`src/design/button_click_classifier_top_defines.svh`:
```
// Assertion macros for the button click classifier.
// Included by the files that carry concurrent checks; needs clk_i and rst_ni in scope.
`ifndef BUTTON_CLICK_CLASSIFIER_TOP_DEFINES_SVH
`define BUTTON_CLICK_CLASSIFIER_TOP_DEFINES_SVH

// Checked on every rising clock edge, ignored while reset is asserted.
`define BCC_ASSERT(lbl, prop, msg) \
  lbl: assert property (@(posedge clk_i) disable iff (!rst_ni) (prop)) else $error(msg);

// Checked on every rising clock edge, reset included.
`define BCC_ASSERT_ALWAYS(lbl, prop, msg) \
  lbl: assert property (@(posedge clk_i) (prop)) else $error(msg);

`endif

```
`src/design/bcc_pkg.sv`:
```
// Shared types and constants for the button click classifier.
// No dependencies; used by the output channel interface and the top level.
`timescale 1ns / 1ps

package bcc_pkg;

  localparam int TimerWidth = 24;
  localparam int RegW       = 24;
  localparam int EventW     = 2;
  localparam int AddrW      = 4;
  localparam int DataW      = 32;

  localparam logic [RegW-1:0] LongTicksRst   = 24'd1000000;
  localparam logic [RegW-1:0] DoubleWinRst   = 24'd500000;
  localparam logic [RegW-1:0] MinClickRst    = 24'd50000;

  typedef enum logic [EventW-1:0] {
    CLICK_NONE   = 2'd0,
    CLICK_SINGLE = 2'd1,
    CLICK_DOUBLE = 2'd2,
    CLICK_LONG   = 2'd3
  } click_e;

  typedef enum logic [1:0] {
    REG_LONG_TICKS   = 2'd0,
    REG_DOUBLE_WIN   = 2'd1,
    REG_MIN_CLICK    = 2'd2,
    REG_UNUSED       = 2'd3
  } reg_idx_e;

endpackage

```
`src/design/bcc_in_if.sv`:
```
// Input channel of the button click classifier: one tick request with two button levels.
// Depends on nothing but the handshake convention valid/ready.
`timescale 1ns / 1ps

interface bcc_in_if;
  logic valid;
  logic ready;
  logic button_a;
  logic button_b;

  modport source (output valid, output button_a, output button_b, input ready);
  modport sink (input valid, input button_a, input button_b, output ready);
endinterface

```
`src/design/bcc_out_if.sv`:
```
// Output channel of the button click classifier: one result request per tick.
// Depends on bcc_pkg for the event width.
`timescale 1ns / 1ps

interface bcc_out_if;
  logic                       valid;
  logic                       ready;
  logic [bcc_pkg::EventW-1:0] click_event;
  logic                       lamp_on;

  modport source (output valid, output click_event, output lamp_on, input ready);
  modport sink (input valid, input click_event, input lamp_on, output ready);
endinterface

```
`src/design/button_click_classifier_top.sv`:
```
// Top level of the button click classifier: timers, classification and APB registers.
// Depends on bcc_pkg, bcc_in_if, bcc_out_if and button_click_classifier_top_defines.svh.
//
//   Channel   Direction  Carries
//   in_i      sink       button_a, button_b (one timer tick per request)
//   out_o     source     click_event, lamp_on (one result per tick)
//   APB       slave      long_ticks @0x0, double_window_ticks @0x4, min_click_ticks @0x8
//
// Every tick request is classified in the cycle it is accepted, and its result is
// registered into a single output stage, so one request per cycle is sustained while the output is ready.
// The input is ready whenever the output stage is empty or is being emptied in the
// same cycle; a stalled output therefore stalls the input after one buffered result.
// Reset is asynchronous and active low; it restores the default thresholds and
// clears both timers, the double-click flag and the output valid flag. No pass over
// storage is needed after reset.
`timescale 1ns / 1ps
`include "button_click_classifier_top_defines.svh"

module button_click_classifier_top #(
  parameter int TIMER_WIDTH = bcc_pkg::TimerWidth
) (
  input  logic                       clk_i,
  input  logic                       rst_ni,
  bcc_in_if.sink                     in_i,
  bcc_out_if.source                  out_o,
  input  logic                       psel,
  input  logic                       penable,
  input  logic                       pwrite,
  input  logic [bcc_pkg::AddrW-1:0]  paddr,
  input  logic [bcc_pkg::DataW-1:0]  pwdata,
  output logic [bcc_pkg::DataW-1:0]  prdata,
  output logic                       pready
);

  // Comparisons run at the wider of the timer and the threshold widths, so a
  // narrow timer simply never reaches a large threshold.
  localparam int CmpW = (TIMER_WIDTH > bcc_pkg::RegW) ? TIMER_WIDTH : bcc_pkg::RegW;
  localparam logic [TIMER_WIDTH-1:0] TimerMax = {TIMER_WIDTH{1'b1}};

  // Configuration registers.
  logic [bcc_pkg::RegW-1:0] long_ticks_q, double_win_q, min_click_q;
  bcc_pkg::reg_idx_e        reg_idx;
  logic                     reg_wr;

  // Classifier state.
  logic                   press_active_q, press_active_d;
  logic [TIMER_WIDTH-1:0] press_elapsed_q, press_elapsed_d;
  logic                   release_active_q, release_active_d;
  logic [TIMER_WIDTH-1:0] release_elapsed_q, release_elapsed_d;
  logic                   double_armed_q, double_armed_d;

  // Output stage.
  logic              out_valid_q;
  bcc_pkg::click_e   event_q, event_d;
  logic              lamp_q;

  logic                   in_accept;
  logic                   pressed;
  logic [TIMER_WIDTH-1:0] press_adv, release_adv;

  // APB access: always ready, register index from the word address.
  assign pready  = 1'b1;
  assign reg_idx = bcc_pkg::reg_idx_e'(paddr[3:2]);
  assign reg_wr  = psel && penable && pwrite;

  always_ff @(posedge clk_i or negedge rst_ni) begin
    if (!rst_ni) begin
      long_ticks_q <= bcc_pkg::LongTicksRst;
      double_win_q <= bcc_pkg::DoubleWinRst;
      min_click_q  <= bcc_pkg::MinClickRst;
    end else if (reg_wr) begin
      case (reg_idx)
        bcc_pkg::REG_LONG_TICKS: long_ticks_q <= pwdata[bcc_pkg::RegW-1:0];
        bcc_pkg::REG_DOUBLE_WIN: double_win_q <= pwdata[bcc_pkg::RegW-1:0];
        bcc_pkg::REG_MIN_CLICK:  min_click_q  <= pwdata[bcc_pkg::RegW-1:0];
        default: begin
        end
      endcase
    end
  end

  always_comb begin
    case (reg_idx)
      bcc_pkg::REG_LONG_TICKS: prdata = bcc_pkg::DataW'(long_ticks_q);
      bcc_pkg::REG_DOUBLE_WIN: prdata = bcc_pkg::DataW'(double_win_q);
      bcc_pkg::REG_MIN_CLICK:  prdata = bcc_pkg::DataW'(min_click_q);
      default:                 prdata = '0;
    endcase
  end

  // The input may advance whenever the output stage can take a new result.
  assign in_i.ready = !out_valid_q || out_o.ready;
  assign in_accept  = in_i.valid && in_i.ready;
  assign pressed    = in_i.button_a || in_i.button_b;

  // Active timers advance first on every tick and hold at their maximum.
  assign press_adv = !press_active_q ? press_elapsed_q :
                     (press_elapsed_q == TimerMax) ? TimerMax :
                     press_elapsed_q + TIMER_WIDTH'(1);
  assign release_adv = !release_active_q ? release_elapsed_q :
                       (release_elapsed_q == TimerMax) ? TimerMax :
                       release_elapsed_q + TIMER_WIDTH'(1);

  // Classification of one tick.
  always_comb begin
    press_active_d    = press_active_q;
    press_elapsed_d   = press_adv;
    release_active_d  = release_active_q;
    release_elapsed_d = release_adv;
    double_armed_d    = double_armed_q;
    event_d           = bcc_pkg::CLICK_NONE;

    if (pressed) begin
      if (!press_active_q) begin
        // A new press; if it comes soon enough after a short click, arm a double.
        press_active_d  = 1'b1;
        press_elapsed_d = '0;
        if (release_active_q && (CmpW'(release_adv) <= CmpW'(double_win_q))) begin
          double_armed_d = 1'b1;
        end
      end
    end else if (press_active_q) begin
      // Release edge: classify the press by its duration.
      if (CmpW'(press_adv) >= CmpW'(long_ticks_q)) begin
        event_d = bcc_pkg::CLICK_LONG;
        // An armed double is dropped with its release timer; otherwise the
        // release timer keeps running and may still report a single click.
        if (double_armed_q) begin
          double_armed_d    = 1'b0;
          release_active_d  = 1'b0;
          release_elapsed_d = '0;
        end
      end else if (CmpW'(press_adv) > CmpW'(min_click_q)) begin
        if (double_armed_q) begin
          event_d           = bcc_pkg::CLICK_DOUBLE;
          double_armed_d    = 1'b0;
          release_active_d  = 1'b0;
          release_elapsed_d = '0;
        end else begin
          release_active_d  = 1'b1;
          release_elapsed_d = '0;
        end
      end
      press_active_d  = 1'b0;
      press_elapsed_d = '0;
    end else if (release_active_q && (CmpW'(release_adv) > CmpW'(double_win_q))) begin
      // No second press came inside the window: it was a single click.
      event_d           = bcc_pkg::CLICK_SINGLE;
      release_active_d  = 1'b0;
      release_elapsed_d = '0;
      double_armed_d    = 1'b0;
    end
  end

  always_ff @(posedge clk_i or negedge rst_ni) begin
    if (!rst_ni) begin
      press_active_q    <= 1'b0;
      press_elapsed_q   <= '0;
      release_active_q  <= 1'b0;
      release_elapsed_q <= '0;
      double_armed_q    <= 1'b0;
    end else if (in_accept) begin
      press_active_q    <= press_active_d;
      press_elapsed_q   <= press_elapsed_d;
      release_active_q  <= release_active_d;
      release_elapsed_q <= release_elapsed_d;
      double_armed_q    <= double_armed_d;
    end
  end

  // Output stage: valid is control and reset; the payload only loads on accept.
  always_ff @(posedge clk_i or negedge rst_ni) begin
    if (!rst_ni) begin
      out_valid_q <= 1'b0;
    end else if (in_accept) begin
      out_valid_q <= 1'b1;
    end else if (out_o.ready) begin
      out_valid_q <= 1'b0;
    end
  end

  always_ff @(posedge clk_i) begin
    if (in_accept) begin
      event_q <= event_d;
      lamp_q  <= !pressed;
    end
  end

  assign out_o.valid       = out_valid_q;
  assign out_o.click_event = event_q;
  assign out_o.lamp_on     = lamp_q;

  // An idle timer always reads zero.
  `BCC_ASSERT_ALWAYS(a_press_idle_zero, !press_active_q |-> (press_elapsed_q == '0),
                     "press timer nonzero while idle")
  `BCC_ASSERT_ALWAYS(a_release_idle_zero, !release_active_q |-> (release_elapsed_q == '0),
                     "release timer nonzero while idle")
  // Every click is reported on a released tick.
  `BCC_ASSERT(a_event_released,
              (out_valid_q && (event_q != bcc_pkg::CLICK_NONE)) |-> lamp_q,
              "click reported while pressed")
  // The press timer runs exactly while the last accepted tick was pressed.
  `BCC_ASSERT(a_press_tracks_input, in_accept |=> (press_active_q == $past(pressed)),
              "press state does not follow the button")
  // An accepted tick always leaves a result in the output stage.
  `BCC_ASSERT(a_result_after_accept, in_accept |=> out_valid_q,
              "accepted tick produced no result")

endmodule
```
`src/flat_wrapper.sv`:
```
// flat-port wrapper written by rule: the top's interface ports become plain ports
module button_click_classifier_top_flat 
#(
  parameter int TIMER_WIDTH = bcc_pkg::TimerWidth
)
  (clk_i, rst_ni, psel, penable, pwrite, paddr, pwdata, prdata, pready, in_i_valid, in_i_button_a, in_i_button_b, in_i_ready, out_o_valid, out_o_click_event, out_o_lamp_on, out_o_ready);
  bcc_in_if in_i_i ();
  bcc_out_if out_o_i ();
  input  logic clk_i;
  input  logic rst_ni;
  input  logic psel;
  input  logic penable;
  input  logic pwrite;
  input  logic [bcc_pkg::AddrW-1:0] paddr;
  input  logic [bcc_pkg::DataW-1:0] pwdata;
  output logic [bcc_pkg::DataW-1:0] prdata;
  output logic pready;
  input wire logic [$bits(in_i_i.valid)-1:0] in_i_valid;
  input wire logic [$bits(in_i_i.button_a)-1:0] in_i_button_a;
  input wire logic [$bits(in_i_i.button_b)-1:0] in_i_button_b;
  output wire logic [$bits(in_i_i.ready)-1:0] in_i_ready;
  output wire logic [$bits(out_o_i.valid)-1:0] out_o_valid;
  output wire logic [$bits(out_o_i.click_event)-1:0] out_o_click_event;
  output wire logic [$bits(out_o_i.lamp_on)-1:0] out_o_lamp_on;
  input wire logic [$bits(out_o_i.ready)-1:0] out_o_ready;
  assign in_i_i.valid = in_i_valid;
  assign in_i_i.button_a = in_i_button_a;
  assign in_i_i.button_b = in_i_button_b;
  assign in_i_ready = in_i_i.ready;
  assign out_o_valid = out_o_i.valid;
  assign out_o_click_event = out_o_i.click_event;
  assign out_o_lamp_on = out_o_i.lamp_on;
  assign out_o_i.ready = out_o_ready;
  button_click_classifier_top #(.TIMER_WIDTH(TIMER_WIDTH)) u_core (.clk_i(clk_i), .rst_ni(rst_ni), .in_i(in_i_i), .out_o(out_o_i), .psel(psel), .penable(penable), .pwrite(pwrite), .paddr(paddr), .pwdata(pwdata), .prdata(prdata), .pready(pready));
endmodule
```
`config.mk`:
```
export PLATFORM = sky130hd
export DESIGN_NAME = button_click_classifier_top_flat
export DESIGN_NICKNAME = d
export VERILOG_FILES = /design/src/design/bcc_pkg.sv /design/src/design/bcc_in_if.sv /design/src/design/bcc_out_if.sv /design/src/design/button_click_classifier_top.sv /design/src/flat_wrapper.sv
export VERILOG_INCLUDE_DIRS = /design/src /design/src/design
export SDC_FILE = /design/constraint.sdc
export NUM_CORES = 1
export LEC_CHECK = 0
export CAP_MARGIN = 25
export CORE_UTILIZATION = 40
export DETAILED_ROUTE_END_ITERATION = 10
export DONT_BUFFER_PORTS = 1
export PLACE_DENSITY_LB_ADDON = 0.15
export SLEW_MARGIN = 20
export SYNTH_ARGS = -nofsm -noshare
export SYNTH_HDL_FRONTEND = slang
export SYNTH_SLANG_ARGS = --single-unit
```
`constraint.sdc`:
```
create_clock -name clk_i -period 9.2 [get_ports clk_i]
set_clock_uncertainty 0.2 [all_clocks]
set_input_delay 1.84 -clock clk_i [delete_from_list [all_inputs] [get_ports clk_i]]
set_output_delay 1.84 -clock clk_i [all_outputs]
set_load 0.05 [all_outputs]
```
## Word-level counts from Yosys, hierarchy flattened

Index checks and enable logic that the tools add are counted.

- Bits in registers: 127

- Bitwise operators: 1
- Add/subtract/negate cells: 2
- Reductions and logical operators: 18
- $lt $le $gt $ge: 4
- Equal/unequal tests: 8
- Muxes and demuxes: 34

Operator list:

| cell | number |
|---|---|
| $mux W24 | 13 |
| $pmux W24 S3 | 1 |
| $add A24 B1 Y24 const B | 2 |
| $eq A24 B24 Y1 const B | 2 |
| $gt A24 B24 Y1 | 2 |
| $ge A24 B24 Y1 | 1 |
| $le A24 B24 Y1 | 1 |
| $mux W1 | 16 |
| $reduce_and A5 Y1 | 2 |
| $mux W2 | 4 |
| $ne A3 B3 Y1 const B | 2 |
| $reduce_and A2 Y1 | 3 |
| $logic_and A1 B1 Y1 | 5 |
| $ne A2 B2 Y1 const B | 2 |
| $reduce_bool A2 Y1 | 2 |
| $reduce_bool A3 Y1 | 1 |
| $eq A2 B1 Y1 const B | 1 |
| $eq A2 B2 Y1 const B | 1 |
| $logic_not A1 Y1 | 2 |
| $logic_not A2 Y1 | 1 |
| $logic_or A1 B1 Y1 | 2 |
| $not A1 Y1 | 1 |

## Depth between registers and ports, before layout

- Depth after elaboration: 8
- Mapped depth: 17

## Worst setup path after synthesis

OpenSTA, ideal clock, no wires.

- Path type: input to output
- Start: input port paddr[3] (netlist name)
- End: output port prdata[10] (netlist name)
- Arrival: 3892 ps
- Data required time: 7160 ps
- Setup slack: 3268 ps
- Path buffers: 2
- Cell stages on the path: 4
- Cells stage by stage: clkbuf_1 > buf_1 > mux2i_1 > o21ai_0

- Longest elaborated chain between the ends: 2

RTL lines:

| item | RTL line | source |
|---|---|---|
| from (decl) | flat_wrapper.sv:14 | `input logic [bcc_pkg::AddrW-1:0] paddr;` |
| $eq A2 B2 Y1, or another cell as far along | button_click_classifier_top.sv:83 | `case (reg_idx)` |
| $pmux W24 S3 (*) | button_click_classifier_top.sv:83 |  |
| to (decl) | flat_wrapper.sv:16 | `output logic [bcc_pkg::DataW-1:0] prdata;` |

Every way passes the cells marked *; elsewhere a longest branch is shown, timed or not.

## Worst setup path after layout

- Start: input port paddr[2] (netlist name)
- End: output port prdata[8] (netlist name)

The elaborated chain is that of the path after synthesis.

==> results.yml <==
worst_setup_path:
  r2r_start: "u_core.press_elapsed_q[0]"
  crit_family: "simple AND/OR/NAND/NOR gates"
  critical_path_arrival_ps: 3300
  cp.depth: 3
  path_cells: "nor2b_2, nand2_1, o21ai_1"
  crit_end: "prdata[8]"
  crit_slowest_cell: "nor2b_2"
  cp-start-kind: "primary input"
  critPathMaxFanout: 28
  worstSetupStartpoint: "paddr[2]"
  r2r-end: "u_core.release_elapsed_q[21]"
  critPathKind: "primary input to output pin"
  slowest_delay_ps: 710
  worst-path-buf-inv: 0
  endpoint_kind: "output pin"
  r2r_cells: 14
  cp.required_ps: 7160
  r2r_slack_ps: 4270
drt:
  dr_wl_met3_um: 796
  drc: 0
  routed-via-count: 6447
  met1_length_um: 10370
  drt_iter0_drc: 356
  dr.max_layer_used: "met4"
  dr_wl_met2_um: 9851
  drt-pass1-iter-count: 5
  wl_um: 21270
  ant_nets: 0
  via_per_inst: 5.293
  detail_route.wl_per_cell_um: 17.46
yosys:
  synth_async_sr_flop_share_pct: 97.64
  synthFlopType: "dfrtp_1"
  syn_inst: 948
  yosys.cell_types.count: 69
  yosys_warnings: 0
  synth-edff-count: 3
  synth.avg_cell_area_um2: 8.914
  synth_area_mm2: 0.008451
  ys_ff_latch: 127
  yosysSeqAreaShare_pct: 38.08
floorplanning:
  die_x_um: 147.4
  initial_core_util_pct: 41.23
  coreArea_mm2: 0.02049
  ios: 83
  die-area_mm2: 0.02171
  core.rowCount: 52
  die_y_um: 147.4
final_layout:
  nets: 1054
  design_area_mm2: 0.009209
  drive_above_1_share_pct: 11.60
  area_growth_pct: 8.972
  fin_cells: 1218
  utilization_pct: 44.93
  diodes: 0
placed_design:
  dp.cells: 1186
  io_buffers: 0
  place.gp.congestion: 0.8758
  dp_worst_setup_slack_ps: 3845
  dp_hpwl_um: 15910
  place_area_mm2: 0.008638
grt:
  grt_max_degree: 125
  grt-ovfl-total: 0
  antenna_found_initial: 0
  grt_pass1_vias: 6377
  track_usage_pct: 20.65
  grt_first_pass_wirelength_um: 34780
power:
  combinationalPowerShare_pct: 24.2
  switching_power_mw: 0.6173
  total_power_mw: 1.859
  sequentialPowerShare_pct: 40.1
  p_int_mw: 1.242
  p_leak_nw: 4.357
  peakVddDrop_mv: 0.1285
  pwr-share-clk_pct: 35.7
  power_density_mw_per_mm2: 201.9
  netSwitchingFraction_pct: 33.21
status:
  status: "complete, no violations"
clock_tree:
  numCtsBuffers: 17
  hold_buffers: 0
  cts_setup_buffers: 0
  root_buffer: "clkbuf_16"
  cts_resized: 0
  cts_tree: "yes"
  numClockSinks: 127
  clkLatencyLatePin_ps: 420
  path_clk_slew_ps: 60
  cts-htree-levels: 4
  cts_buffer_depth: 2
timing:
  fin_crit_ps: 5343
  layout_setup_ws_ps: 3857
  max_slew_margin_pct: 24.50
  fin_crit_sh_pct: 58.07
  rsz0062_at_grt: "no"
  worst_pin_slew_ps: 1125
  final.setup.tns_ps: 0
  final-setup-viol-count: 0
  hold_viol: 0
  fmax_mhz: 187.2
  hold_ws_ps: 321.9
  final_max_slew_viol_count: 0
run:
  maxCapViolCount: 0
worst_hold_path:
  hold_class: "register to register"
-- per-layer routing --
metal | global-route usage (%) | up-vias
li1 | - | 3275
met1 | 28.06 | 3073
met2 | 33.04 | 83
met3 | 4.472 | 16
met4 | 5.722 | 0
met5 | 0 | -
-- state kept, by name (all words and copies together), names as in the netlist, 2 cells and up --
name,flops
u_core.double_win_q,24
u_core.long_ticks_q,24
u_core.min_click_q,24
u_core.out_o.click_event,2
u_core.press_elapsed_q,24
u_core.release_elapsed_q,24
-- layout make-up --
cell class                 instances  area [um2]
fill                            2010       11290
clock buffer                      25       485.5
sequential                       127        3218
tap                              270       337.8
clock inverter                     7       85.08
timing repair buffer               9       67.56
inverter                          79       296.5
multi-input combinational        701        4718
-- power by group through the flow --
stage	combinational [mW]	sequential (mW)	clock (mW)
2_1_floorplan	0.368	0.730	0
3_3_place_gp	0.445	0.751	0
3_5_place_dp	0.454	0.752	0
4_1_cts	0.457	0.744	0.681
5_1_grt	0.509	0.759	0.702
6_report	0.451	0.745	0.663
-- worst min-delay path by stage --
stage | start | depth (start not counted) | slack (ps) | endpoint
floorplan | u_core.release_elapsed_q[22] | 2 | 280 | u_core.release_elapsed_q[22]
global placement | u_core.long_ticks_q[16] | 2 | 310 | u_core.long_ticks_q[16]
detailed placement | u_core.long_ticks_q[16] | 2 | 310 | u_core.long_ticks_q[16]
CTS | u_core.long_ticks_q[16] | 2 | 330 | u_core.long_ticks_q[16]
global route | u_core.long_ticks_q[16] | 2 | 350 | u_core.long_ticks_q[16]
finish | u_core.long_ticks_q[16] | 2 | 320 | u_core.long_ticks_q[16]
-- kinds of logic after synthesis --
group,synth area share (%)
XOR/XNOR,3.524
AO/OA/AOI/OAI,15.99
flip-flops,38.08
buffers and inverters,6.544
other,0.08887
adder cells (fa/ha/maj),10.96
AND/OR/NAND/NOR,17.74
multiplexers,7.077
-- Yosys cell counts, types with 3 or more instances --
cell type / instances / area (um2)
edfxtp_1: 3 / 90.09
and4_1: 7 / 61.31
a21oi_1: 34 / 170.2
o21ai_2: 7 / 61.31
dfstp_2: 20 / 525.5
a21boi_0: 3 / 22.52
buf_6: 4 / 45.04
inv_1: 78 / 292.8
buf_4: 11 / 82.58
nor2_1: 31 / 116.4
a22o_1: 22 / 192.7
o21a_1: 3 / 22.52
clkbuf_1: 28 / 105.1
o21ai_0: 99 / 495.5
nand3_1: 27 / 135.1
and3_1: 14 / 87.58
nor2b_1: 3 / 18.77
nand4_1: 29 / 181.4
mux2_2: 30 / 337.8
nor4_1: 4 / 25.02
nand2_1: 178 / 668.1
nor3_1: 6 / 30.03
ha_1: 74 / 925.9
dfrtp_1: 104 / 2603
o211ai_1: 6 / 45.04
nand2b_1: 5 / 31.28
mux2i_1: 26 / 260.3
a21o_1: 7 / 52.55
buf_1: 3 / 11.26
xnor2_1: 11 / 96.34
and2_1: 3 / 18.77
o31ai_1: 3 / 22.52
xor2_1: 23 / 201.4
-- worst reg2reg max path, delay by kind of cell (launching register included) --
kind | cells | cell delay (ps)
DFF | 1 | 450
AOI/OAI and AO/OA | 6 | 1970
adders and majority gates | 2 | 680
and+or+nand+nor | 6 | 1520
-- cells in the final DEF, fill, tap and decap left out, types with 25 or more instances in the layout --
master,netlist,layout
nor2_1,31,31
inv_1,78,78
a21oi_1,34,34
nand2_1,178,178
mux2_2,30,30
nand3_1,27,27
nand4_1,29,29
ha_1,74,74
mux2i_1,26,26
dfrtp_1,104,104
o21ai_0,99,75
o21ai_1,1,25
Note: power is estimated with default switching activity, not from simulation.
